### src/sv/periodic_timer_table_unit_defines.svh
// Assertion macros for the top-level file that checks this block.
`ifndef PERIODIC_TIMER_TABLE_UNIT_DEFINES_SVH
`define PERIODIC_TIMER_TABLE_UNIT_DEFINES_SVH

`ifndef SYNTHESIS
// Same-cycle implication, sampled on clk, off while rst_n is low.
`define PTTU_ASSERT_IMP(lbl, ante, cons, msg) \
  lbl: assert property (@(posedge clk) disable iff (!rst_n) (ante) |-> (cons)) else $error(msg);
// Next-cycle implication, sampled on clk, off while rst_n is low.
`define PTTU_ASSERT_NXT(lbl, ante, cons, msg) \
  lbl: assert property (@(posedge clk) disable iff (!rst_n) (ante) |=> (cons)) else $error(msg);
`else
`define PTTU_ASSERT_IMP(lbl, ante, cons, msg)
`define PTTU_ASSERT_NXT(lbl, ante, cons, msg)
`endif

`endif

### src/sv/pttu_pkg.sv
package pttu_pkg;

  localparam int SLOTS_DEF = 8;

  localparam int EVENT_W  = 8;
  localparam int PERIOD_W = 16;

  // slot entry: countdown lowest, then reload, then event id
  localparam int CD_LO  = 0;
  localparam int RLD_LO = PERIOD_W;
  localparam int EV_LO  = 2 * PERIOD_W;
  localparam int ENTRY_W = EVENT_W + 2 * PERIOD_W;

  localparam int IN_TDATA_W  = 24;
  localparam int OUT_TDATA_W = 16;

  localparam logic OP_ADD  = 1'b0;
  localparam logic OP_TICK = 1'b1;

  localparam logic KIND_REPLY = 1'b0;
  localparam logic KIND_FIRED = 1'b1;

  // controller to datapath
  typedef struct packed {
    logic latch_in;   // capture event id and period of the accepted word
    logic add_do;     // store the timer if there is room and push the reply
    logic idx_clr;    // restart the slot sweep
    logic rd_en;      // read the slot under the sweep index
    logic tick_wr;    // write back the decremented or reloaded countdown
    logic idx_inc;    // advance the sweep index
    logic pend_set;   // hold the current slot's event as the pending firing
    logic push_mid;   // push the pending firing, not last
    logic push_last;  // push the pending firing, last
  } cmd_t;

  // datapath to controller
  typedef struct packed {
    logic empty;      // no slot in use
    logic idx_last;   // sweep index sits on the highest used slot
    logic fire;       // slot just read expires on this tick
    logic pend_valid; // a firing is held back for its last marker
    logic out_free;   // output register can take a word this cycle
  } sts_t;

endpackage

### src/sv/pttu_ram.sv
module pttu_ram #(
  parameter int WIDTH = 8,
  parameter int DEPTH = 8,
  localparam int AW = (DEPTH > 1) ? $clog2(DEPTH) : 1
) (
  input  logic             clk,
  input  logic             wr_en,
  input  logic [AW-1:0]    wr_addr,
  input  logic [WIDTH-1:0] wr_data,
  input  logic             rd_en,
  input  logic [AW-1:0]    rd_addr,
  output logic [WIDTH-1:0] rd_data
);

  logic [WIDTH-1:0] mem [DEPTH];
  logic [WIDTH-1:0] rd_data_r;

  always_ff @(posedge clk) begin
    if (wr_en) begin
      mem[wr_addr] <= wr_data;
    end
    if (rd_en) begin
      rd_data_r <= mem[rd_addr];
    end
  end

  assign rd_data = rd_data_r;

endmodule

### src/sv/pttu_ctrl.sv
module pttu_ctrl
  import pttu_pkg::*;
(
  input  logic clk,
  input  logic rst_n,
  input  logic in_tvalid,
  input  logic in_op,
  output logic in_tready,
  input  sts_t sts,
  output cmd_t cmd
);

  localparam logic [2:0] ST_IDLE  = 3'd0;
  localparam logic [2:0] ST_ADD   = 3'd1;
  localparam logic [2:0] ST_RD    = 3'd2;
  localparam logic [2:0] ST_CHK   = 3'd3;
  localparam logic [2:0] ST_FLUSH = 3'd4;

  logic [2:0] state_r, state_nxt;

  always_comb begin
    state_nxt = state_r;
    cmd       = '0;
    in_tready = 1'b0;
    case (state_r)
      ST_IDLE: begin
        in_tready = 1'b1;
        if (in_tvalid) begin
          cmd.latch_in = 1'b1;
          if (in_op == OP_ADD) begin
            state_nxt = ST_ADD;
          end else if (!sts.empty) begin
            cmd.idx_clr = 1'b1;
            state_nxt   = ST_RD;
          end
        end
      end
      ST_ADD: begin
        if (sts.out_free) begin
          cmd.add_do = 1'b1;
          state_nxt  = ST_IDLE;
        end
      end
      ST_RD: begin
        cmd.rd_en = 1'b1;
        state_nxt = ST_CHK;
      end
      ST_CHK: begin
        // hold while a second firing needs the output and it is busy
        if (!(sts.fire && sts.pend_valid && !sts.out_free)) begin
          cmd.tick_wr  = 1'b1;
          cmd.idx_inc  = 1'b1;
          cmd.pend_set = sts.fire;
          cmd.push_mid = sts.fire && sts.pend_valid;
          state_nxt    = sts.idx_last ? ST_FLUSH : ST_RD;
        end
      end
      ST_FLUSH: begin
        if (!sts.pend_valid) begin
          state_nxt = ST_IDLE;
        end else if (sts.out_free) begin
          cmd.push_last = 1'b1;
          state_nxt     = ST_IDLE;
        end
      end
      default: begin
        state_nxt = ST_IDLE;
      end
    endcase
  end

  always_ff @(posedge clk) begin
    if (!rst_n) begin
      state_r <= ST_IDLE;
    end else begin
      state_r <= state_nxt;
    end
  end

endmodule

### src/sv/pttu_dp.sv
module pttu_dp
  import pttu_pkg::*;
#(
  parameter int SLOTS = SLOTS_DEF
) (
  input  logic                   clk,
  input  logic                   rst_n,
  input  logic [IN_TDATA_W-1:0]  in_tdata,
  input  cmd_t                   cmd,
  output sts_t                   sts,
  input  logic                   out_tready,
  output logic                   out_tvalid,
  output logic [OUT_TDATA_W-1:0] out_tdata,
  output logic                   out_tuser,
  output logic                   out_tlast
);

  localparam int IDX_W = (SLOTS > 1) ? $clog2(SLOTS) : 1;
  localparam int CNT_W = $clog2(SLOTS + 1);

  logic [CNT_W-1:0]    used_r, used_nxt;
  logic [IDX_W-1:0]    idx_r, idx_nxt;
  logic [EVENT_W-1:0]  in_ev_r;
  logic [PERIOD_W-1:0] in_per_r;
  logic                pend_valid_r, pend_valid_nxt;
  logic [EVENT_W-1:0]  pend_ev_r;
  logic                out_valid_r, out_valid_nxt;
  logic                out_kind_r, out_acc_r, out_last_r;
  logic [EVENT_W-1:0]  out_ev_r;

  logic                full;
  logic                wr_en;
  logic [IDX_W-1:0]    wr_addr;
  logic [ENTRY_W-1:0]  wr_data;
  logic [ENTRY_W-1:0]  rd_data;
  logic [PERIOD_W-1:0] rd_cd, rd_rld, cd_dec;
  logic [EVENT_W-1:0]  rd_ev;
  logic                out_free;

  assign full   = (used_r == CNT_W'(SLOTS));
  assign rd_cd  = rd_data[CD_LO +: PERIOD_W];
  assign rd_rld = rd_data[RLD_LO +: PERIOD_W];
  assign rd_ev  = rd_data[EV_LO +: EVENT_W];
  assign cd_dec = rd_cd - PERIOD_W'(1);
  assign out_free = !out_valid_r || out_tready;

  always_comb begin
    wr_en   = 1'b0;
    wr_addr = idx_r;
    wr_data = {rd_ev, rd_rld, (cd_dec == '0) ? rd_rld : cd_dec};
    if (cmd.add_do) begin
      wr_en   = !full;
      wr_addr = used_r[IDX_W-1:0];
      wr_data = {in_ev_r, in_per_r, in_per_r};
    end else if (cmd.tick_wr) begin
      wr_en = 1'b1;
    end
  end

  pttu_ram #(
    .WIDTH (ENTRY_W),
    .DEPTH (SLOTS)
  ) u_slot_ram (
    .clk     (clk),
    .wr_en   (wr_en),
    .wr_addr (wr_addr),
    .wr_data (wr_data),
    .rd_en   (cmd.rd_en),
    .rd_addr (idx_r),
    .rd_data (rd_data)
  );

  always_comb begin
    used_nxt = used_r;
    if (cmd.add_do && !full) begin
      used_nxt = used_r + CNT_W'(1);
    end
    idx_nxt = idx_r;
    if (cmd.idx_clr) begin
      idx_nxt = '0;
    end else if (cmd.idx_inc && !sts.idx_last) begin
      idx_nxt = idx_r + IDX_W'(1);
    end
    pend_valid_nxt = pend_valid_r;
    if (cmd.pend_set) begin
      pend_valid_nxt = 1'b1;
    end else if (cmd.push_last) begin
      pend_valid_nxt = 1'b0;
    end
    out_valid_nxt = out_valid_r;
    if (cmd.add_do || cmd.push_mid || cmd.push_last) begin
      out_valid_nxt = 1'b1;
    end else if (out_tready) begin
      out_valid_nxt = 1'b0;
    end
  end

  always_ff @(posedge clk) begin
    if (!rst_n) begin
      used_r       <= '0;
      idx_r        <= '0;
      pend_valid_r <= 1'b0;
      out_valid_r  <= 1'b0;
    end else begin
      used_r       <= used_nxt;
      idx_r        <= idx_nxt;
      pend_valid_r <= pend_valid_nxt;
      out_valid_r  <= out_valid_nxt;
    end
  end

  always_ff @(posedge clk) begin
    if (cmd.latch_in) begin
      in_ev_r  <= in_tdata[EVENT_W-1:0];
      in_per_r <= in_tdata[EVENT_W +: PERIOD_W];
    end
    if (cmd.pend_set) begin
      pend_ev_r <= rd_ev;
    end
    if (cmd.add_do) begin
      out_kind_r <= KIND_REPLY;
      out_acc_r  <= !full;
      out_ev_r   <= '0;
      out_last_r <= 1'b1;
    end else if (cmd.push_mid || cmd.push_last) begin
      out_kind_r <= KIND_FIRED;
      out_acc_r  <= 1'b0;
      out_ev_r   <= pend_ev_r;
      out_last_r <= cmd.push_last;
    end
  end

  assign sts.empty      = (used_r == '0);
  assign sts.idx_last   = ((CNT_W'(idx_r) + CNT_W'(1)) == used_r);
  assign sts.fire       = (cd_dec == '0);
  assign sts.pend_valid = pend_valid_r;
  assign sts.out_free   = out_free;

  assign out_tvalid = out_valid_r;
  assign out_tuser  = out_kind_r;
  assign out_tlast  = out_last_r;
  assign out_tdata  = {{(OUT_TDATA_W - EVENT_W - 1){1'b0}}, out_ev_r, out_acc_r};

endmodule

### src/sv/periodic_timer_table_unit.sv
// Add: the ADD state loads the reply word into the output register once that is free.
// Tick: each used slot is read (RD), then its countdown written back (CHK), between IDLE
// and FLUSH; an empty table stays in IDLE. A busy output register stalls the sweep. A firing
// is held until the next firing or the sweep's end, so its last marker is known before it
// goes out. Reset (rst_n low, synchronous) empties the table and clears the controller and
// output register; slot contents are only read once written.
`include "periodic_timer_table_unit_defines.svh"

module periodic_timer_table_unit
  import pttu_pkg::*;
#(
  parameter int SLOTS = SLOTS_DEF
) (
  input  logic                   clk,
  input  logic                   rst_n,
  // input words
  input  logic                   in_tvalid,
  output logic                   in_tready,
  input  logic [IN_TDATA_W-1:0]  in_tdata,   // [7:0] ev_id, [23:8] period
  input  logic                   in_tuser,   // op: 0 add timer, 1 tick
  // result words
  output logic                   out_tvalid,
  input  logic                   out_tready,
  output logic [OUT_TDATA_W-1:0] out_tdata,  // [0] accepted, [8:1] fired_event, rest zero
  output logic                   out_tuser,  // kind: 0 add reply, 1 fired event
  output logic                   out_tlast   // last word caused by the input word
);

  cmd_t cmd;
  sts_t sts;

  // Controller: sequence one input word at a time - add, or sweep the used slots on a tick.
  pttu_ctrl u_ctrl (
    .clk       (clk),
    .rst_n     (rst_n),
    .in_tvalid (in_tvalid),
    .in_op     (in_tuser),
    .in_tready (in_tready),
    .sts       (sts),
    .cmd       (cmd)
  );

  // Datapath: slot RAM, fill count, sweep index, pending firing and output register.
  pttu_dp #(
    .SLOTS (SLOTS)
  ) u_dp (
    .clk        (clk),
    .rst_n      (rst_n),
    .in_tdata   (in_tdata),
    .cmd        (cmd),
    .sts        (sts),
    .out_tready (out_tready),
    .out_tvalid (out_tvalid),
    .out_tdata  (out_tdata),
    .out_tuser  (out_tuser),
    .out_tlast  (out_tlast)
  );

  // Never push more than one word into the output register in a cycle.
  `PTTU_ASSERT_IMP(a_one_push, 1'b1,
                   $onehot0({cmd.add_do, cmd.push_mid, cmd.push_last}),
                   "pttu: more than one push in a cycle")
  // Push only when the output register is free, so no word is overwritten.
  `PTTU_ASSERT_IMP(a_push_free, cmd.add_do || cmd.push_mid || cmd.push_last,
                   sts.out_free, "pttu: push into a busy output register")
  // Drop the pending firing once it goes out with its last marker.
  `PTTU_ASSERT_NXT(a_pend_clear, cmd.push_last, !sts.pend_valid,
                   "pttu: pending firing kept after last push")

endmodule

### config.mk
export PLATFORM = sky130hd
export DESIGN_NAME = periodic_timer_table_unit
export DESIGN_NICKNAME = d
export VERILOG_FILES = /design/src/sv/pttu_pkg.sv /design/src/sv/pttu_ram.sv /design/src/sv/pttu_ctrl.sv /design/src/sv/pttu_dp.sv /design/src/sv/periodic_timer_table_unit.sv
export VERILOG_INCLUDE_DIRS = /design/src /design/src/sv
export SDC_FILE = /design/constraint.sdc
export NUM_CORES = 1
export LEC_CHECK = 0
export BUFFER_PORTS_ARGS = -buffer_cell sky130_fd_sc_hd__buf_2
export CORE_UTILIZATION = 35
export DETAILED_ROUTE_END_ITERATION = 16
export PLACE_DENSITY_LB_ADDON = 0.12
export SLEW_MARGIN = 10
export SYNTH_ARGS = -nofsm -noshare
export SYNTH_HDL_FRONTEND = slang
export SYNTH_HIERARCHICAL = 1
export SYNTH_SLANG_ARGS = --single-unit
### constraint.sdc
create_clock -name clk -period 13.2 [get_ports clk]
set_clock_uncertainty 0.05 [all_clocks]
set_input_delay 0 -clock clk [delete_from_list [all_inputs] [get_ports clk]]
set_output_delay 0 -clock clk [all_outputs]
set_load 0.05 [all_outputs]
==> results.cfg, run 1 <==
[logic_synthesis]
synth_area_mm2 = 0.01691
yosys-top-cells-area = edfxtp_1 (70%), mux4_1 (12%), mux2_2 (3.4%)
synth_cell_types = 63
synth_ff_type = edfxtp_1
synth-edff-count = 393
synth_common_cells = edfxtp_1 (393), mux4_1 (80), nand2_1 (55)
avgSynthCellArea_um2 = 19.57
async_reset_ff_share_pct = 0
synth_seq_area_share_pct = 72.39
synth_most_common_cell = edfxtp_1
ys_ff_latch = 415
synth_top_area_share_pct = 69.79
yosysTopAreaCell = edfxtp_1
ys_warn_count = 6
syn_inst = 864

[pwr]
p_leak_nw = 6.347
power_frac_comb_pct = 5.4
power_switching_uw = 629.8
power_frac_seq_pct = 51.2
p_per_area_mw_per_mm2 = 150.2
clockPowerShare_pct = 43.4
vdd_drop_max_mv = 0.1071
p_int_mw = 2.317
swShare_pct = 21.37

[die]
fp.dieArea_mm2 = 0.04920
start_util_pct = 35.42
io_pins = 49
core_area_mm2 = 0.04775
num_rows = 80
chipHeight_um = 221.8
fp.dieW_um = 221.8

[global_route]
antenna_found_initial = 0
grt_max_degree = 61
grt_pass1_vias = 8277
grtUsageMet1_pct = 22.39
grt_pass1_wl_um = 55300
use_met3_pct = 2.770
grt_usage_pct = 15.46
met2_usage_pct = 23.20
grt-ovfl-total = 0
gr-max-usage-layer = met2

[final_layout]
finish.utilization_pct = 41.08
fin_area_mm2 = 0.01961
diodes = 0
final_nets = 994
syn2layout_area_growth_pct = 15.99
layout-drive-gt1-share_pct = 20.67

[timing]
timing.slew.headroom_pct = 27.45
setup_slack_ps = 8600
setup_viol = 0
rsz0062_at_grt = no
period_needed_ps = 4600
fin_crit_sh_pct = 34.85
drv_slew = 0
hold_viol = 0
fmax_mhz = 217.4
setup_tns_ps = 0
tightest_slew_ps = 1077
holdWs_ps = 87.43

[placement]
port-buffer-count = 41
post-place-ws_ps = 8603
placed_area_mm2 = 0.01783
post-dp-hpwl_um = 21080
finalWeightedCongestion = 0.7655

[worst_setup_path]
reg2regPathDepth = 11
crit_type = flop to flop
endpoint = u_dp/u_slot_ram/mem[1][37]
r2r_start = u_dp/u_slot_ram/rd_data[3]
cp_data_required_time_ps = 13350
slowest_stage = buf_4
cp-startpoint = u_dp/u_slot_ram/rd_data[3]
r2r_slack_ps = 8600
path_max_fanout = 27
max_stage_delay_ps = 520
r2r_end = u_dp/u_slot_ram/mem[1][37]
cp.arrival_ps = 4750
start_kind = flop
end_kind = flop
path_cells = nor3_4 -> nand4b_1 -> xnor2_1 -> or2_2 -> nor4_1 -> a21boi_0 -> inv_1 -> o21ai_0 -> nand2b_1 -> nor2_4 -> buf_4

[cts]
cts_tree = yes
clkLatencyLatePin_ps = 580
root_buffer = clkbuf_16
cts_buffers = 46
htreeDepth = 2
cts.sinks = 415
cts-resized-gates = 0
clk_pin_slew_ps = 60
cts_max_path_buffers = 3

[hold_path]
hp-class = input pin to flop

[route]
vias = 8225
routedWlPerCell_um = 23.30
drc = 0
ant_nets = 0
drt_pass1_iterations = 5
drtIter0Drc = 540
drt_wl_total_um = 37450
vias_per_cell = 5.118

[flow_run]
max-cap-violations = 0

[outcome]
status = completed
## how the worst min path moves through the flow
stage	endpoint	slack, ps	cells past startpoint	start
5_1_grt	u_dp/in_per_r[5]	60	2	in_tdata[13]
3_5_place_dp	u_dp/in_per_r[12]	130	1	in_tdata[20]
2_1_floorplan	u_dp/in_ev_r[0]	50	0	in_tdata[0]
6_report	u_dp/in_per_r[4]	90	2	in_tdata[12]
3_3_place_gp	u_dp/in_per_r[13]	130	1	in_tdata[21]
4_1_cts	u_dp/in_per_r[3]	50	2	in_tdata[11]
## cell usage in the layout (no fill, tap or decap), types with 8 or more instances in the layout
cell type,n
a21oi_1,14
buf_2,41
buf_4,17
clkbuf_1,10
clkbuf_16,47
dfxtp_1,19
dlygate4sd3_1,29
edfxtp_1,393
inv_1,17
mux2_2,51
mux4_1,80
nand2_1,55
nand2b_1,21
nor2_1,24
o21ai_0,9
or3_1,8
xnor2_1,12
xor2_1,8
## layer usage
metal	share of wire (%)	up-vias
met2	45	171
met3	4.4	64
met5	0	-
li1	-	3712
met4	2.7	0
met1	48	4278
## final cells by class
cell class,instances,area (um^2)
Clock inverter,19,222.7
Timing Repair Buffer,87,623.1
Multi-Input combinational cell,393,4415
Fill cell,4283,28130
Inverter,17,63.81
Sequential cell,415,12250
Clock buffer,61,1269
Tap cell,615,769.5
## worst max-delay path: cells and delay by family (launching register included)
| family | cells | cell delay [ps] |
|---|---|---|
| and+or+nand+nor | 6 | 1900 |
| AOI/OAI and AO/OA | 2 | 690 |
| buffers and inverters | 2 | 600 |
| DFF | 1 | 510 |
| xor gates and xnor gates | 1 | 390 |
## per-stage QoR
step,instances,total power [mW]
CTS,1607,2.990
finish,1607,2.947
global route,1607,3.056
floorplan,870,1.630
global placement,1498,1.691
detailed placement,1498,1.692
## registers in the layout (all words and copies together) (netlist names)
register,cells
u_dp/u_slot_ram/mem,320
u_dp/u_slot_ram/rd_data,40
u_dp/in_per_r,16
u_dp/in_ev_r,8
u_dp/out_ev_r,8
u_dp/pend_ev_r,8
u_dp/used_r,4
u_ctrl/state_r,3
u_dp/idx_r,3
u_dp/out_acc_r,1
u_dp/out_tlast,1
u_dp/out_tuser,1
u_dp/out_tvalid,1
u_dp/pend_valid_r,1
## power groups by stage
stage	registers, mW	clock network (mW)	logic [mW]
after floorplan	1.53	0	0.0991
after global placement	1.54	0	0.155
after detailed placement	1.54	0	0.156
after CTS	1.51	1.32	0.164
after global routing	1.51	1.37	0.176
final	1.51	1.28	0.160
## logic make-up after synthesis
family	synth area share, %
compound gates	2.952
xor+xnor	1.036
fa+ha+maj	0.3700
buf+inv	2.079
flops	72.39
mux	15.83
other cells	0.02218
simple gates	5.320
## repair_timing
item                       4_1_cts  5_1_grt
hold endpoints to repair        36        0
setup endpoints to repair        0        0
buffers inserted                 0        0
hold buffers                    29        0
No activity file was read; power rests on OpenSTA's default activity.
==> inputs of run 2 (changes only) <==
Clock period 13.2 ns to 3.69 ns, I/O delays scaled along.
==> results.cfg, run 2 (synthesis results as in run 1) <==
[cts]
htreeDepth = 2
clk_pin_slew_ps = 60
postCtsSetupBuffers = 0
cts_buffers = 46
cts_max_path_buffers = 3
clkLatencyLatePin_ps = 580
cts_tree = yes
root_buffer = clkbuf_16
cts.sinks = 415

[worst_setup_path]
end_kind = flop
path_max_fanout = 25
r2r_slack_ps = 240
cp_data_required_time_ps = 3900
crit_type = flop to flop
cp.arrival_ps = 3660
start_kind = flop

[die]
num_rows = 80
fp.dieArea_mm2 = 0.04920
core_area_mm2 = 0.04775
chipHeight_um = 221.8
start_util_pct = 35.42
io_pins = 49
fp.dieW_um = 221.8

[final_layout]
layout_commonest_cell = edfxtp_1
diodes = 0
final_nets = 1017
instances_no_fill = 1633
top_register = u_dp/u_slot_ram/mem
final_cell_mix = edfxtp_1 (393), mux4_1 (80), nand2_1 (54)
ff_latch_area_mm2 = 0.01225
fin_area_mm2 = 0.01987
multi_input_area_mm2 = 0.004498
largest_reg_flops = 320
nFillCells = 4249
syn2layout_area_growth_pct = 17.53
layout-drive-gt1-share_pct = 22.79
finish.utilization_pct = 41.62

[global_route]
grt_usage_pct = 15.25
grt_pass1_vias = 8593
antenna_found_initial = 0
grt-ovfl-total = 0
grt_pass1_wl_um = 55170
grt_max_degree = 58

[route]
drt_wl_total_um = 36910
ant_nets = 0
drc = 0
vias = 8186
vias_per_cell = 5.013
routedWlPerCell_um = 22.60
drtIter0Drc = 507
drt_pass1_iterations = 4

[placement]
port-buffer-count = 41
finalWeightedCongestion = 0.7409
dp.cells = 1521
post-dp-hpwl_um = 21400
placed_area_mm2 = 0.01820

[hold_path]
hp-class = input pin to flop

[flow_run]
max-cap-violations = 0

[timing]
timing.slew.headroom_pct = 37.41
drv_slew = 0
fmax_mhz = 289.6
tightest_slew_ps = 929.0
setup_viol = 0
hold_viol = 0
rsz0062_at_grt = no
period_needed_ps = 3453
fin_crit_sh_pct = 93.57

[pwr]
vdd_drop_max_mv = 0.3687
p_per_area_mw_per_mm2 = 513.7
p_leak_nw = 6.456
total_power_mw = 10.21

[outcome]
status = completed
run 2: critical path, stage by stage (launching register included):
cell      delay, ps
edfxtp_1        460
nor2_1          320
nand3_2         230
or4_4           580
nand3_4         150
nor4_4           70
a21boi_2        250
inv_2            80
o21ai_4         230
nand2b_4        140
nor3_4          290
buf_12          250
run 2: final cells by class:
type / count / area share (%)
tap: 615 / 3.872
multi-input combinational: 393 / 22.63
sequential: 415 / 61.64
inverter: 17 / 0.3211
clock inverter: 25 / 0.8373
timing repair buffer: 110 / 4.571
clock buffer: 58 / 6.126
run 2: layer usage:
layer / part of all wire (%) / vias up / wire, um / global-route usage (%)
li1: - / 3761 / - / -
met1: 46 / 4223 / 16980 / 20.89
met2: 48 / 153 / 17700 / 24.63
met3: 3.7 / 49 / 1362 / 2.505
met4: 2.3 / 0 / 867 / 5.332
met5: 0 / - / 0 / 0
run 2: worst paths after layout:
check	to	from	cells after the start
worst min register to register	u_dp/pend_ev_r[4]	u_dp/u_slot_ram/rd_data[36]	0
worst max register to register	u_dp/u_slot_ram/mem[0][3]	u_dp/u_slot_ram/rd_data[0]	11
worst min-delay path	u_dp/in_per_r[14]	in_tdata[22]	2
worst max-delay path	u_dp/u_slot_ram/mem[0][3]	u_dp/u_slot_ram/rd_data[0]	11
run 2: timing repair:
action	CTS	global route
hold buffers	29	0
gates resized for setup	0	0
endpoints found under the hold margin	36	0
run 2: stage by stage:
step	TNS, ps	setup slack (ps)	hold WS [ps]
3_3_place_gp	0	336.6	126.4
4_1_cts	0	235.6	40.46
3_5_place_dp	0	254.4	128.1
2_1_floorplan	-12150	-152.0	48.87
5_1_grt	0	41.04	61.78
6_report	0	237.1	73.85
run 2: power breakdown:
| group | total, mW | switching, mW | internal [mW] |
|---|---|---|---|
| Clock | 4.24 | 1.83 | 2.41 |
| Combinational | 0.576 | 0.362 | 0.214 |
| Sequential | 5.40 | 0.0545 | 5.34 |
==> inputs of run 3 (changes only) <==
Settings changed: ABC_AREA from default to 1.
==> results.cfg, run 3 <==
[timing]
tightest_slew_ps = 1212
setup_viol = 0
hold_viol = 0
fmax_mhz = 284.7
drv_slew = 0
setup_slack_ps = 177.5
fin_crit_sh_pct = 95.19
timing.slew.headroom_pct = 18.32
period_needed_ps = 3513
setup_tns_ps = 0
rsz0062_at_grt = yes

[die]
fp.dieW_um = 233.2
num_rows = 84
io_pins = 49
start_util_pct = 35.54
chipHeight_um = 233.2
core_area_mm2 = 0.05266
fp.dieArea_mm2 = 0.05440

[outcome]
status = completed

[route]
drt_wl_total_um = 47060
drt_pass1_iterations = 5
vias_per_cell = 4.543
drc = 0
ant_nets = 0
vias = 12430
drtIter0Drc = 835
routedWlPerCell_um = 17.21

[worst_setup_path]
reg2regPathDepth = 19
cp.depth = 19
end_kind = flop
path_buf_inv = 3
cp_data_required_time_ps = 3910
path_max_fanout = 24
max_stage_delay_ps = 440
cp.arrival_ps = 3730
crit_type = flop to flop
cp_common_cell = nand2_1
cpLargestDelayFamily = simple AND/OR/NAND/NOR gates
start_kind = flop
slowest_stage = edfxtp_1
path_cells = inv_2 -> ha_2 -> nand2_2 -> nor2_2 -> nand2_1 -> nand2_1 -> nor2_1 -> nand2_1 -> nor2_1 -> nand3_1 -> inv_1 -> nand2_1 -> nor2_1 -> nor2_1 -> nand2_1 -> nand2_1 -> nand2_1 -> nor2_4 -> buf_12

[final_layout]
top_register = u_dp/u_slot_ram/mem
final_cell_mix = nand2_1 (695), edfxtp_1 (393), inv_1 (269)
layout-drive-gt1-share_pct = 14.51
fin_area_mm2 = 0.02161
diodes = 0
final_nets = 2048
instances_no_fill = 2735
syn2layout_area_growth_pct = 15.45
largest_reg_flops = 320
ff_latch_area_mm2 = 0.01225
layout_commonest_cell = nand2_1
nFillCells = 5115
multi_input_area_mm2 = 0.004652

[cts]
clk_pin_slew_ps = 60
htreeDepth = 2
cts_max_path_buffers = 3
root_buffer = clkbuf_16
postCtsSetupBuffers = 0
clkLatencyLatePin_ps = 590
cts_tree = yes
cts_buffers = 48
cts.sinks = 415

[placement]
finalWeightedCongestion = 0.7844
dp.cells = 2622
placed_area_mm2 = 0.01981
post-dp-hpwl_um = 27690
port-buffer-count = 41
post-place-ws_ps = 111.1

[pwr]
p_per_area_mw_per_mm2 = 488.3
power_frac_seq_pct = 51.0
total_power_mw = 10.55
p_leak_nw = 9.380
swShare_pct = 22.86
power_switching_mw = 2.412
power_frac_comb_pct = 6.2
clockPowerShare_pct = 42.8
vdd_drop_max_mv = 0.3699
p_int_mw = 8.139

[logic_synthesis]
synth_top_area_share_pct = 63.06
synth-xor-area-share_pct = 0.09360
synth_cell_types = 36
synth-simple-area-share_pct = 22.66
synth_fa_ha_area_share_pct = 0.3343
ys_ff_latch = 415
synth_area_mm2 = 0.01872
synth_most_common_cell = nand2_1
yosys-top-cells-area = edfxtp_1 (63%), nand2_1 (14%), inv_1 (5.4%)
synth_seq_area_share_pct = 65.41
synth_ff_type = edfxtp_1
synth-edff-count = 393
avgSynthCellArea_um2 = 9.657
synth_top_family_by_area = simple AND/OR/NAND/NOR gates
yosysTopAreaCell = edfxtp_1
synth_mux_area_share_pct = 0
synth-compound-area-share_pct = 1.203
synth_common_cells = nand2_1 (695), edfxtp_1 (393), inv_1 (271)
ys_warn_count = 6
async_reset_ff_share_pct = 0
syn_inst = 1938

[global_route]
grt_pass1_wl_um = 72470
grt_usage_pct = 17.72
grt-ovfl-total = 0
grt_max_degree = 161
grt_pass1_vias = 12220
antenna_found_initial = 0

[hold_path]
min_path_cells = 2
hp-class = input pin to flop

[flow_run]
max-cap-violations = 0
==> run 3: cell type report <==
type | instances | area share, %
Tap cell | 688 | 3.984
Inverter | 384 | 6.682
Multi-Input combinational cell | 1064 | 21.53
Timing Repair Buffer | 101 | 4.262
Clock inverter | 20 | 0.9265
Sequential cell | 415 | 56.70
Clock buffer | 63 | 5.918
==> run 3: metrics by stage <==
stage | hold slack [ps] | util (%)
2_1_floorplan | 47.63 | -
3_3_place_gp | 126.8 | 37.62
3_5_place_dp | 128.2 | 37.62
4_1_cts | 28.84 | 40.98
5_1_grt | 50.34 | 41.03
6_report | 68.22 | 41.03
==> run 3: path summary, 6_finish.rpt <==
| kind | start | endpoint | slack [ps] |
|---|---|---|---|
| worst max register to register | u_dp/u_slot_ram/rd_data[0] | u_dp/u_slot_ram/mem[0][9] | 180 |
| worst max-delay path | u_dp/u_slot_ram/rd_data[0] | u_dp/u_slot_ram/mem[0][9] | 180 |
| worst min register to register | u_dp/u_slot_ram/rd_data[38] | u_dp/pend_ev_r[6] | 400 |
| worst min-delay path | in_tdata[2] | u_dp/in_ev_r[2] | 70 |
==> run 3: kinds of logic after synthesis <==
logic type / after synthesis
XOR/XNOR: 2
flip-flops: 415
buffers and inverters: 465
adder cells (fa/ha/maj): 5
AND/OR/NAND/NOR: 1009
AO/OA/AOI/OAI: 41
other: 1
==> run 3: power groups by stage <==
stage | clock [mW] | combinational, mW | sequential [mW]
after floorplan | 0 | 0.393 | 5.47
after global routing | 4.82 | 0.732 | 5.39
after detailed placement | 0 | 0.641 | 5.48
final | 4.51 | 0.651 | 5.38
after global placement | 0 | 0.641 | 5.48
after CTS | 4.64 | 0.668 | 5.38
==> run 3: repair_timing <==
| item | in CTS | in global routing |
|---|---|---|
| endpoints found under the hold margin | 36 | 0 |
| hold buffers | 29 | 0 |
| gates resized for setup | 0 | 2 |
| endpoints found under the setup margin | 0 | 332 |
==> run 3: layer usage <==
metal	vias up	global-route usage [%]	wire length, um
met2	221	29.39	22000
li1	6221	-	-
met3	59	2.661	2146
met4	0	4.616	913
met5	-	0	0
met1	5925	24.14	22000
